### config.mk
export PLATFORM = sky130hd
export DESIGN_NAME = lz77_nibble_window_decoder_flat
export DESIGN_NICKNAME = d
export VERILOG_FILES = /design/src/hw/rtl/lznwd_pkg.sv /design/src/hw/rtl/lznwd_req_if.sv /design/src/hw/rtl/lznwd_rsp_if.sv /design/src/hw/rtl/lznwd_cell.sv /design/src/hw/rtl/lz77_nibble_window_decoder.sv /design/src/flat_wrapper.sv
export VERILOG_INCLUDE_DIRS = /design/src /design/src/hw/rtl
export SDC_FILE = /design/constraint.sdc
export NUM_CORES = 1
export LEC_CHECK = 0
export BUFFER_PORTS_ARGS = -buffer_cell sky130_fd_sc_hd__clkbuf_2
export CAP_MARGIN = 20
export CORE_MARGIN = 1
export CORE_UTILIZATION = 55
export CTS_CLUSTER_DIAMETER = 100
export DETAILED_ROUTE_END_ITERATION = 7
export PLACE_DENSITY = 0.86
export RECOVER_POWER = 100
export SLEW_MARGIN = 20
export SYNTH_ARGS = -nofsm -noshare
export SYNTH_HDL_FRONTEND = slang
export SYNTH_HIERARCHICAL = 1
export SYNTH_SLANG_ARGS = --single-unit
### constraint.sdc
create_clock -name clock -period 2.5 [get_ports clock]
set_input_delay 0.125 -clock clock [delete_from_list [all_inputs] [get_ports clock]]
set_output_delay 0.125 -clock clock [all_outputs]
set_load 0.03 [all_outputs]
### src/hw/rtl/assert_macros.svh
// Assertion macros used by the RTL.
`ifndef ASSERT_MACROS_SVH
`define ASSERT_MACROS_SVH
`ifndef NO_ASSERTIONS
// Check a property on every rising clock edge outside reset.
`define CHECK_HOLDS(label, prop, msg) \
   label: assert property (@(posedge clock) disable iff (reset) (prop)) else $error(msg);
// Check that a condition in one cycle implies another in the next cycle.
`define CHECK_NEXT(label, pre, post, msg) \
   label: assert property (@(posedge clock) disable iff (reset) (pre) |=> (post)) \
      else $error(msg);
`else
`define CHECK_HOLDS(label, prop, msg)
`define CHECK_NEXT(label, pre, post, msg)
`endif
`endif

### src/hw/rtl/lznwd_pkg.sv
// Shared constants and types of the nibble window decoder.
package lznwd_pkg;

   localparam int WINDOW_DEPTH     = 16;
   localparam int MAX_MATCH_LENGTH = 9;
   localparam int NIB_W            = 4;
   localparam int IDX_W            = $clog2(WINDOW_DEPTH);
   localparam int LEN_W            = $clog2(MAX_MATCH_LENGTH + 1);
   localparam int MIN_MATCH        = 2;
   localparam int CODE_W           = 8;

   // Control broadcast to every window cell.
   typedef struct packed {
      logic             shift;
      logic             fill;
      logic [NIB_W-1:0] fill_val;
   } cell_ctrl_type;

endpackage

### src/hw/rtl/lznwd_req_if.sv
// Input channel: one compressed code byte per transaction.
interface lznwd_req_if;
   logic       valid;
   logic       ready;
   logic [7:0] code_byte;
   logic       stream_start;

   modport source (output valid, output code_byte, output stream_start, input ready);
   modport sink   (input valid, input code_byte, input stream_start, output ready);
endinterface

### src/hw/rtl/lznwd_rsp_if.sv
// Result channel: one decoded subpixel per transaction.
interface lznwd_rsp_if;
   logic       valid;
   logic       ready;
   logic [7:0] subpixel;
   logic       out_of_window;
   logic       last;

   modport source (output valid, output subpixel, output out_of_window, output last,
                   input ready);
   modport sink   (input valid, input subpixel, input out_of_window, input last,
                   output ready);
endinterface

### src/hw/rtl/lznwd_cell.sv
// One window cell: holds a nibble, loads from its right neighbor or the seed.
module lznwd_cell
   import lznwd_pkg::*;
(
   input  logic             clock,
   input  logic             reset,
   input  cell_ctrl_type    ctrl,
   input  logic [NIB_W-1:0] right_nib,
   output logic [NIB_W-1:0] nib
);

   logic [NIB_W-1:0] nib_ff;
   logic [NIB_W-1:0] nib_in;

   always_comb begin
      nib_in = nib_ff;
      if (ctrl.fill) begin
         nib_in = ctrl.fill_val;
      end else if (ctrl.shift) begin
         nib_in = right_nib;
      end
   end

   always_ff @(posedge clock) begin
      if (reset) begin
         nib_ff <= '0;
      end else begin
         nib_ff <= nib_in;
      end
   end

   assign nib = nib_ff;

endmodule

### src/hw/rtl/lz77_nibble_window_decoder.sv
// Top level: nibble window decoder built on a shifting row of window cells.
// Each byte is first registered; its results then pass through the output register.
// Throughput: one result per cycle unless the output stalls; a byte yields one result
// for seed and literal, 2..9 for a match. The row shifts one nibble per literal or match
// result. The next byte is taken in the cycle its predecessor's last result is made.
// Reset (synchronous) clears the window to zero and empties the output register at once.
`include "assert_macros.svh"
module lz77_nibble_window_decoder
   import lznwd_pkg::*;
(
   input logic         clock,
   input logic         reset,
   lznwd_req_if.sink   req_chan,
   lznwd_rsp_if.source rsp_chan
);

   typedef enum logic [1:0] {
      KIND_SEED,
      KIND_LITERAL,
      KIND_MATCH
   } kind_type;

   // Byte being decoded.
   logic             busy_ff;
   kind_type         kind_ff;
   logic [NIB_W-1:0] nib_ff;
   logic [IDX_W-1:0] pos_ff;
   // Original window index of the next match read; bit IDX_W set means past the end.
   logic [IDX_W:0]   rd_idx_ff;
   logic [LEN_W-1:0] rem_ff;

   // Output register.
   logic             rsp_valid_ff;
   logic             rsp_valid_in;
   logic [7:0]       subpixel_ff;
   logic             oow_ff;
   logic             last_ff;

   logic             req_fire;
   logic             advance;
   logic             finishing;
   logic             read_oow;
   logic [NIB_W-1:0] emit_val;
   logic             emit_oow;
   logic [LEN_W-1:0] match_len;
   kind_type         kind_in;
   cell_ctrl_type    cell_ctrl;
   logic [NIB_W-1:0] window_nib [WINDOW_DEPTH];

   // The window row slides toward entry 0 by one for every literal or match nibble emitted.
   // After k slides, original entry pos+k sits at entry pos, so a match
   // always reads the same cell while the row moves underneath it.
   genvar gi;
   generate
      for (gi = 0; gi < WINDOW_DEPTH; gi++) begin : g_cell
         logic [NIB_W-1:0] right_nib;
         if (gi == WINDOW_DEPTH - 1) begin : g_tail
            assign right_nib = emit_val;
         end else begin : g_body
            assign right_nib = window_nib[gi + 1];
         end
         lznwd_cell u_cell (
            .clock     (clock),
            .reset     (reset),
            .ctrl      (cell_ctrl),
            .right_nib (right_nib),
            .nib       (window_nib[gi])
         );
      end
   endgenerate

   always_comb begin
      req_fire  = req_chan.valid && req_chan.ready;
      // Produce a result whenever the output register is free or being drained.
      advance   = busy_ff && (!rsp_valid_ff || rsp_chan.ready);
      finishing = advance && (rem_ff == LEN_W'(1));
      req_chan.ready = !busy_ff || finishing;

      read_oow = rd_idx_ff[IDX_W];
      case (kind_ff)
         KIND_SEED:    emit_val = nib_ff;
         KIND_LITERAL: emit_val = nib_ff;
         KIND_MATCH:   emit_val = read_oow ? '0 : window_nib[pos_ff];
         default:      emit_val = nib_ff;
      endcase
      emit_oow = (kind_ff == KIND_MATCH) && read_oow;

      match_len = LEN_W'(req_chan.code_byte[6:4]) + LEN_W'(MIN_MATCH);
      if (req_chan.stream_start) begin
         kind_in = KIND_SEED;
      end else if (req_chan.code_byte[CODE_W-1]) begin
         kind_in = KIND_MATCH;
      end else begin
         kind_in = KIND_LITERAL;
      end

      // Seed fills the whole row; it wins over the last shift of the prior byte.
      cell_ctrl.fill     = req_fire && req_chan.stream_start;
      cell_ctrl.fill_val = req_chan.code_byte[NIB_W-1:0];
      cell_ctrl.shift    = advance && (kind_ff != KIND_SEED);

      // Hold the result until taken; load a new one on advance.
      if (advance) begin
         rsp_valid_in = 1'b1;
      end else if (rsp_chan.ready) begin
         rsp_valid_in = 1'b0;
      end else begin
         rsp_valid_in = rsp_valid_ff;
      end
   end

   always_ff @(posedge clock) begin
      if (reset) begin
         busy_ff      <= 1'b0;
         rsp_valid_ff <= 1'b0;
      end else begin
         rsp_valid_ff <= rsp_valid_in;
         if (req_fire) begin
            busy_ff <= 1'b1;
         end else if (finishing) begin
            busy_ff <= 1'b0;
         end
      end

      if (req_fire) begin
         kind_ff   <= kind_in;
         nib_ff    <= req_chan.code_byte[NIB_W-1:0];
         pos_ff    <= req_chan.code_byte[IDX_W-1:0];
         rd_idx_ff <= {1'b0, req_chan.code_byte[IDX_W-1:0]};
         rem_ff    <= (kind_in == KIND_MATCH) ? match_len : LEN_W'(1);
      end else if (advance) begin
         rem_ff    <= rem_ff - LEN_W'(1);
         rd_idx_ff <= rd_idx_ff + (IDX_W+1)'(1);
      end

      if (advance) begin
         subpixel_ff <= {emit_val, {(8-NIB_W){1'b0}}};
         oow_ff      <= emit_oow;
         last_ff     <= (rem_ff == LEN_W'(1));
      end
   end

   assign rsp_chan.valid         = rsp_valid_ff;
   assign rsp_chan.subpixel      = subpixel_ff;
   assign rsp_chan.out_of_window = oow_ff;
   assign rsp_chan.last          = last_ff;

   `CHECK_HOLDS(a_busy_has_work, busy_ff |-> (rem_ff != '0), "busy with no results left")
   `CHECK_HOLDS(a_single_result,
                (busy_ff && kind_ff != KIND_MATCH) |-> (rem_ff == LEN_W'(1)),
                "seed or literal with more than one result")
   `CHECK_HOLDS(a_oow_zero, (rsp_valid_ff && oow_ff) |-> (subpixel_ff == 8'd0),
                "out-of-window result not zero")
   `CHECK_NEXT(a_finish_or_next, finishing, busy_ff == $past(req_fire), "byte end mishandled")
   `CHECK_HOLDS(a_read_range,
                busy_ff |-> (rd_idx_ff <= (IDX_W+1)'(WINDOW_DEPTH + MAX_MATCH_LENGTH - 1)),
                "match read index overran")

endmodule

### src/flat_wrapper.sv
// flat-port wrapper written by rule: the top's interface ports become plain ports
module lz77_nibble_window_decoder_flat import lznwd_pkg::*;
  (clock, reset, req_chan_valid, req_chan_code_byte, req_chan_stream_start, req_chan_ready, rsp_chan_valid, rsp_chan_subpixel, rsp_chan_out_of_window, rsp_chan_last, rsp_chan_ready);
  lznwd_req_if req_chan_i ();
  lznwd_rsp_if rsp_chan_i ();
  input logic clock;
  input logic reset;
  input wire logic [$bits(req_chan_i.valid)-1:0] req_chan_valid;
  input wire logic [$bits(req_chan_i.code_byte)-1:0] req_chan_code_byte;
  input wire logic [$bits(req_chan_i.stream_start)-1:0] req_chan_stream_start;
  output wire logic [$bits(req_chan_i.ready)-1:0] req_chan_ready;
  output wire logic [$bits(rsp_chan_i.valid)-1:0] rsp_chan_valid;
  output wire logic [$bits(rsp_chan_i.subpixel)-1:0] rsp_chan_subpixel;
  output wire logic [$bits(rsp_chan_i.out_of_window)-1:0] rsp_chan_out_of_window;
  output wire logic [$bits(rsp_chan_i.last)-1:0] rsp_chan_last;
  input wire logic [$bits(rsp_chan_i.ready)-1:0] rsp_chan_ready;
  assign req_chan_i.valid = req_chan_valid;
  assign req_chan_i.code_byte = req_chan_code_byte;
  assign req_chan_i.stream_start = req_chan_stream_start;
  assign req_chan_ready = req_chan_i.ready;
  assign rsp_chan_valid = rsp_chan_i.valid;
  assign rsp_chan_subpixel = rsp_chan_i.subpixel;
  assign rsp_chan_out_of_window = rsp_chan_i.out_of_window;
  assign rsp_chan_last = rsp_chan_i.last;
  assign rsp_chan_i.ready = rsp_chan_ready;
  lz77_nibble_window_decoder u_core (.clock(clock), .reset(reset), .req_chan(req_chan_i), .rsp_chan(rsp_chan_i));
endmodule
Word-level counts from Yosys, hierarchy flattened
Cells that the tools add are included.

Bits in registers: 87. Output and inout port bits: 12.

Add/subtract/negate cells: 3. Magnitude comparators: 1. Equal/unequal tests: 3. Mux-type cells: 48. Bitwise logic cells: 1. Reductions and logical operators: 15.

Operators by type and width (number): $mux 4 (41); $bmux 4 s4 (1); $reduce_bool 2->1 (5); $logic_and 1x1->1 (6); $add 5x1->5 const B (1); $ge 5x5->1 const B (1); $not 4->5 (1); $add 3x2->4 const B (1); $eq 2x2->1 const B (2); $eq 4x1->1 const B (1); $mux 1 (4); $mux 2 (2); $sub 4x1->4 const B (1); $logic_not 1->1 (2); $logic_or 1x1->1 (2).

Longest topological paths before layout
Gate-level depths: netlist (run 1).

Depth after elaboration: 8. Mapped depth: 8.

Hierarchy
Netlist (run 1), hierarchy kept.

By module, submodules not included: lznwd_cell (times used 16, cells each 18, area an instance 190.2 µm², seq. area each 80.1 µm²); lz77_nibble_window_decoder (times used 1, cells each 126, area an instance 1606.5 µm², seq. area each 660.6 µm²).

Worst setup path before layout (run 1)
OpenSTA, ideal clock, no wires.

Path type: flip-flop to flip-flop. Start: register u_core.rem_ff[1]. End: register u_core.g_cell[0].u_cell.nib_ff[0]. Library setup time: 0.086 ns. Arrival time: 2.587 ns. Required time: 2.414 ns. Setup slack: -0.172 ns. Cell stages (with the launch flop): 9. Buffers on the path: 1. Path through: edfxtp_1 > inv_1 > ha_1 > nor3b_1 > a21o_1 > buf_4 > and3_1 > inv_1 > a211oi_1.

RTL lines: start: declaration (line lz77_nibble_window_decoder.sv:30) `logic [LEN_W-1:0] rem_ff;`; start signal: assignment (line lz77_nibble_window_decoder.sv:130) `rem_ff <= (kind_in == KIND_MATCH) ? match_len : LEN_W'(1);`; start signal: assignment (line lz77_nibble_window_decoder.sv:132) `rem_ff <= rem_ff - LEN_W'(1);`; end signal: assignment (line lznwd_cell.sv:28) `nib_ff <= nib_in;`; end: declaration (line lznwd_cell.sv:12) `logic [NIB_W-1:0] nib_ff;`.

Worst setup path in the final report (run 1)
Start: register u_core.pos_ff[0]. End: register u_core.g_cell[15].u_cell.nib_ff[1].

Word-level cells in the longest chain between the ends: 8.

Ends and longest elaborated chain: start: declaration (line lz77_nibble_window_decoder.sv:27) `logic [IDX_W-1:0] pos_ff;`; start signal: assignment (line lz77_nibble_window_decoder.sv:128) `pos_ff <= req_chan.code_byte[IDX_W-1:0];`; $not 4->5 (not written as such) (line lz77_nibble_window_decoder.sv:83) `KIND_MATCH: emit_val = read_oow ? '0 : window_nib[pos_ff];`; $bmux 4 s4 (line lz77_nibble_window_decoder.sv:83); $mux 4 (not written as such) (2 in series) (line lz77_nibble_window_decoder.sv:83); $mux 4 (line lz77_nibble_window_decoder.sv:83); $mux 4 (line lz77_nibble_window_decoder.sv:80) `case (kind_ff)`; named net u_core.emit_val[1] (line lz77_nibble_window_decoder.sv:43) `logic [NIB_W-1:0] emit_val;`; $mux 4 (line lznwd_cell.sv:19) `end else if (ctrl.shift) begin`; $mux 4 (line lznwd_cell.sv:17) `if (ctrl.fill) begin`; end signal: assignment (line lznwd_cell.sv:28); end: declaration (line lznwd_cell.sv:12).

The timed path passes the listed nets, and every way through them passes these cells. The select of a mux whose other input is x is not followed. A chain may end at the register's enable or synchronous reset.

==> reports/qor.csv, run 1 <==
stage,metric,value,unit
run_status,status,"finished, final reports clean",
logic_synthesis,synth_top_cell_by_area,dfxtp_1,
floorplanning,ioPinCount,25,
critical_path,cp_slowest_cell,mux4_1,
place,dp_hpwl,6770,um
grt,grt_pass1_vias,3194,
sta,setup_viol,0,
grt,grt_pass1_wl,16100,um
clocking,cts_hold_buffers,0,
clocking,cts_resized,0,
logic_synthesis,avgSynthCellArea,11.2,um2
floorplanning,num_rows,33,
sta,finalSetupTns,0,ns
sta,max_slew.worst_pin.slew,1.36,ns
critical_path,critPathLaunchType,register,
place,port_buffers,20,
clocking,cts_setup_buffers,0,
pwr,max-vdd-ir-drop,0.508,mV
logic_synthesis,synth_warnings,6,
clocking,root_buffer,clkbuf_8,
cells_and_area,n_fill_cell,675,
grt,grtUsageMet1,31.6,%
logic_synthesis,synthDominantCellAreaShare,28.8,%
grt,antenna_found_initial,0,
critical_path,crit_path_max_fanout,12,
sta,clock_skew,0.0105,ns
grt,grt_util_met2,38.5,%
sta,slew_violations,0,
sta,post-route-period-util,89.4,%
critical_path,critPathMaxStageDelay,0.63,ns
grt,top_usage_layer,met2,
critical_path,cp.required,2.75,ns
clocking,cts_buffers,9,
logic_synthesis,syn_area,4650,um2
place,place_area,4770,um2
route,vias_per_cell,6.09,
route,drt-initial-drc-count,246,
sta,fin_crit,2.23,ns
route,drt_wl_total,10100,um
critical_path,cp.arrival,2.48,ns
clocking,clk_pin_slew,0.09,ns
floorplanning,die_w,93.9,um
route,postRouteAntennaNets,0,
floorplanning,die_height,93.9,um
floorplanning,design.core.area,8220,um2
route,routedWlPerCell,18.6,um
pwr,power,3.31,mW
cells_and_area,fin_area,4950,um2
grt,grt_usage,24.0,%
place,dp.cells,526,
sta,finalHoldViolations,0,
logic_synthesis,yosysSeqAreaShare,41.8,%
grt,grt_max_degree,81,
place,gp_congestion,0.913,
hold_path,hold_path_class,in2reg,
route,vias,3299,
clocking,clockBufferDepth,2,
grt,grt_overflow,0,
critical_path,worstPathCellList,clkbuf_2 -> mux4_1 -> mux2i_1 -> o21ai_0 -> mux2i_1 -> a211oi_1,
job,max_cap_viol_count,0,
grt,grtUsageMet3,5.50,%
route,route.detailed.drc,0,
logic_synthesis,yosysMostFrequentCell,mux2i_1,
clocking,clkSinkCount,87,
critical_path,path_class,reg2reg,
critical_path,crit_top_cell,mux2i_1,
logic_synthesis,synth-edff-count,20,
clocking,h-tree-depth,3,
logic_synthesis,synth_cell_types,37,
route,drt_first_pass_iters,5,
sta,fmax,448,MHz
logic_synthesis,synth_area_leaders,"dfxtp_1 29%, mux2i_1 15%, edfxtp_1 13%",
cells_and_area,antenna_cells,0,
logic_synthesis,ys_ff_latch,87,
cells_and_area,fin_cells,542,
floorplanning,initial_utilization,56.6,%
logic_synthesis,synth_cells,414,
logic_synthesis,synth_ff_type,dfxtp_1,
sta,relSlewSlack,9.09,%
pwr,p_leak,1.77,nW
sta,grt_setup_unrepaired,false,
clocking,cts_tree,yes,
clocking,insertion_delay,0.36,ns
cells_and_area,area_delta_synth_final,6.38,%
cells_and_area,num-nets-final,449,
logic_synthesis,async_flop_share,0,%
critical_path,end_kind,register,
cells_and_area,fin_util,60.2,%
pwr,power_density,670,nW/um2
cells_and_area,drive_above_1_share,10.5,%
logic_synthesis,synth_commonest_cells,"71 x mux2i_1, 67 x dfxtp_1, 66 x nor2b_1",
floorplanning,die_area,8830,um2
[registers in the layout, summed over array words and instances, names as in the netlist]
| name | cells |
|---|---|
| u_core/pos_ff | 4 |
| u_core/busy_ff | 1 |
| u_core/rsp_chan.last | 1 |
| u_core/rd_idx_ff | 5 |
| u_core/g_cell.u_cell/nib | 64 |
| u_core/rsp_chan.subpixel | 4 |
| u_core/rsp_chan.valid | 1 |
| u_core/rem_ff | 4 |
| u_core/rsp_chan.out_of_window | 1 |
| u_core/kind_ff | 2 |
[per-stage QoR]
step / worst slack (ns) / hold slack [ns]
floorplan: 0.255 / 0.194
detailed placement: 0.377 / 0.425
global route: 0.0584 / 0.0551
finish: 0.266 / 0.0514
CTS: 0.337 / 0.0403
global placement: 0.445 / 0.420
[cells by family after synthesis]
logic type      after synthesis  synth area share [%]
other cells                   1                0.0807
simple gates                 93                  11.8
xor+xnor                      5                 0.942
flops                        87                  41.8
mux                          90                  24.0
buf+inv                      49                  7.18
fa+ha+maj                     4                  1.08
compound gates               85                  13.1
[worst paths after layout]
check | endpoint | depth (start not counted) | start | slack, ns
max reg2reg | u_core/g_cell[15].u_cell/nib[1] | 6 | u_core/pos_ff[0] | 0.27
min reg2reg | u_core/rsp_chan.valid | 2 | u_core/busy_ff | 0.51
min | u_core/busy_ff | 3 | req_chan_valid | 0.05
max | u_core/g_cell[15].u_cell/nib[1] | 6 | u_core/pos_ff[0] | 0.27
[per-layer routing]
layer	share of wire, %	vias to the layer above
met3	5.7	17
met4	1.6	0
li1	-	1562
met5	0	-
met2	48	117
met1	44	1603
[report_power, final]
part	switching, mW	total (mW)	internal (mW)
Combinational	0.334	0.613	0.279
Sequential	0.111	1.70	1.59
Clock	0.486	0.999	0.512
[layout by cell type (no fill, tap or decap), types with 9 or more instances in the layout]
master,n
dfxtp_1,67
a21oi_1,9
mux4_2,9
edfxtp_1,20
mux2i_1,71
clkbuf_1,17
a211oi_1,64
clkbuf_2,9
inv_1,23
nor2b_1,66
clkbuf_8,10
[layout make-up]
| cell class | count | area, um2 | area share, % |
|---|---|---|---|
| repair buffers | 30 | 188 | 3.79 |
| flip-flops and latches | 87 | 1940 | 39.3 |
| multi-input cells | 281 | 2390 | 48.4 |
| clock inverters | 1 | 6.26 | 0.126 |
| clock buffers | 15 | 199 | 4.02 |
| inverters | 23 | 86.3 | 1.75 |
| well taps | 105 | 131 | 2.66 |
[critical path: cells and delay by family, from the launching register on]
family / cells / cell delay, ns
multiplexers: 3 / 0.97
flip-flops: 1 / 0.50
buffers and inverters: 1 / 0.42
AO/OA/AOI/OAI: 2 / 0.23
Power figures use the tool's default switching activity.
==> run 2: changes to the inputs <==
Settings changed: PLACE_DENSITY 0.86 to 0.73.
==> reports/qor.csv, run 2 (synthesis gave the netlist of run 1 again) <==
stage,metric,value,unit,change
sta,finalSetupTns,0,ns,unchanged
clocking,cts_resized,0,,unchanged
sta,fin_crit,2.26,ns,was 2.23 ns
sta,post-route-period-util,90.5,%,was 89.4%
critical_path,path_class,reg2reg,,unchanged
floorplanning,die_height,93.9,um,unchanged
pwr,p_leak,1.74,nW,was 1.77 nW
critical_path,critPathLaunchType,register,,unchanged
grt,grt_max_degree,65,,was 81
clocking,cts_hold_buffers,0,,unchanged
job,max_cap_viol_count,0,,unchanged
hold_path,hold_path_class,in2reg,,unchanged
clocking,cts_setup_buffers,0,,unchanged
cells_and_area,fin_util,59.5,%,was 60.2%
clocking,cts_buffers,9,,unchanged
cells_and_area,mostFrequentLayoutCells,"71 x mux2i_1, 67 x dfxtp_1, 66 x nor2b_1, 64 x a211oi_1, 23 x inv_1",,unchanged
floorplanning,ioPinCount,25,,unchanged
floorplanning,die_w,93.9,um,unchanged
sta,max_slew.worst_pin.slew,1.02,ns,was 1.36 ns
route,drt_first_pass_iters,4,,was 5
clocking,root_buffer,clkbuf_8,,unchanged
cells_and_area,n_fill_cell,710,,was 675
clocking,clk_pin_slew,0.09,ns,about the same
cells_and_area,drive_above_1_share,10.6,%,was 10.5%
place,gp_congestion,0.797,,was 0.913
pwr,p_int,2.32,mW,was 2.38 mW
floorplanning,initial_utilization,56.6,%,unchanged
pwr,power_switching,0.938,mW,was 0.932 mW
grt,grt_overflow,0,,unchanged
pwr,swShare,28.8,%,was 28.1%
cells_and_area,num-nets-final,448,,was 449
grt,grt_pass1_vias,3072,,was 3194
cells_and_area,largest_register_ffs,64,,unchanged
sta,clock_skew,0.00967,ns,was 0.0105 ns
critical_path,critPathMaxStageDelay,0.62,ns,was 0.63 ns
sta,setup_viol,0,,unchanged
route,routedWlPerCell,18.2,um,was 18.6 um
run_status,status,"finished, final reports clean",,unchanged
critical_path,end_kind,register,,unchanged
pwr,pwr-share-clk,29.6,%,was 30.1%
grt,antenna_found_initial,0,,unchanged
cells_and_area,antenna_cells,0,,unchanged
floorplanning,num_rows,33,,unchanged
cells_and_area,fin_cells,541,,was 542
pwr,p_seq_share,52.4,%,was 51.3%
critical_path,crit_top_cell,mux2i_1,,unchanged
floorplanning,design.core.area,8220,um2,unchanged
route,vias_per_cell,5.84,,was 6.09
route,drt-initial-drc-count,201,,was 246
clocking,cts_tree,yes,,unchanged
route,postRouteAntennaNets,0,,unchanged
grt,grt_usage,24.2,%,was 24.0%
sta,relSlewSlack,32.1,%,was 9.09%
route,vias,3159,,was 3299
clocking,insertion_delay,0.36,ns,about the same
sta,grt_setup_unrepaired,false,,unchanged
floorplanning,die_area,8830,um2,unchanged
place,dp_hpwl,6410,um,was 6770 um
place,port_buffers,20,,unchanged
sta,fmax,442,MHz,was 448 MHz
critical_path,crit_path_max_fanout,12,,unchanged
critical_path,worstPathCellList,clkbuf_2 -> mux4_1 -> mux2i_1 -> o21ai_0 -> mux2i_1 -> a211oi_1,,unchanged
grt,grt_pass1_wl,16400,um,was 16100 um
critical_path,cp.required,2.73,ns,was 2.75 ns
cells_and_area,area_delta_synth_final,5.22,%,was 6.38%
critical_path,cp.arrival,2.49,ns,was 2.48 ns
route,route.detailed.drc,0,,unchanged
route,drt_wl_total,9850,um,was 10100 um
pwr,power_density,666,nW/um2,was 670 nW/um2
sta,finalHoldViolations,0,,unchanged
place,dp.cells,525,,was 526
pwr,pwr-share-comb,18.0,%,was 18.5%
pwr,max-vdd-ir-drop,0.264,mV,was 0.508 mV
clocking,clockBufferDepth,2,,unchanged
cells_and_area,final_common_cell,mux2i_1,,unchanged
clocking,h-tree-depth,3,,unchanged
sta,slew_violations,0,,unchanged
clocking,clkSinkCount,87,,unchanged
critical_path,cp_slowest_cell,mux4_1,,unchanged
run 2: cell types whose count changed in the layout (fill, tap and decap cells not counted), sizes merged:
cell,change
clkinvlp,+1
inv,-1
bufinv,+1
clkinv,+2
clkbuf,-2
buf,-2
run 2: layout make-up:
cell class                      count  area, um2  area share (%)
Timing Repair Buffer               29        156            3.20
Multi-Input combinational cell    281       2390            48.9
Clock inverter                      4       47.5           0.972
Tap cell                          105        131            2.69
Sequential cell                    87       1940            39.7
Clock buffer                       12        135            2.76
Inverter                           23       86.3            1.76
run 2: final timing paths:
path	from	end	slack [ns]	cells past startpoint
worst min register to register	u_core/busy_ff	u_core/rsp_chan.valid	0.53	2
worst max-delay path	u_core/pos_ff[0]	u_core/g_cell[15].u_cell/nib[1]	0.24	6
worst max register to register	u_core/pos_ff[0]	u_core/g_cell[15].u_cell/nib[1]	0.24	6
worst min-delay path	req_chan_code_byte[7]	u_core/kind_ff[0]	0.04	2
run 2: layer usage:
layer / track usage [%] / up-vias / wire, um
li1: - / 1566 / -
met1: 33.7 / 1531 / 4730
met2: 38.5 / 54 / 4680
met3: 4.61 / 8 / 343
met4: 6.15 / 0 / 88
met5: 0 / - / 0
run 2: power by group through the flow:
stage / Sequential [mW] / Combinational (mW) / Clock (mW)
after floorplan: 1.70 / 0.483 / 0
after global placement: 1.73 / 0.579 / 0
after detailed placement: 1.73 / 0.591 / 0
after CTS: 1.70 / 0.594 / 0.974
after global routing: 1.72 / 0.647 / 1.04
final: 1.71 / 0.588 / 0.965
run 2: critical path, delay by kind of cell (launching register included):
family / cells / cell delay, ns
AO/OA/AOI/OAI: 2 / 0.24
buffers and inverters: 1 / 0.41
flip-flops: 1 / 0.50
multiplexers: 3 / 0.98
run 2: metrics by stage:
step           hold WS, ns  setup slack [ns]  power [mW]  area, um2
6_report            0.0424             0.238        3.26       4890
3_3_place_gp         0.413             0.385        2.31       4730
3_5_place_dp         0.423             0.354        2.32       4730
2_1_floorplan        0.194             0.255        2.19       4660
4_1_cts             0.0287             0.300        3.27       4920
5_1_grt             0.0261            0.0418        3.41       4890
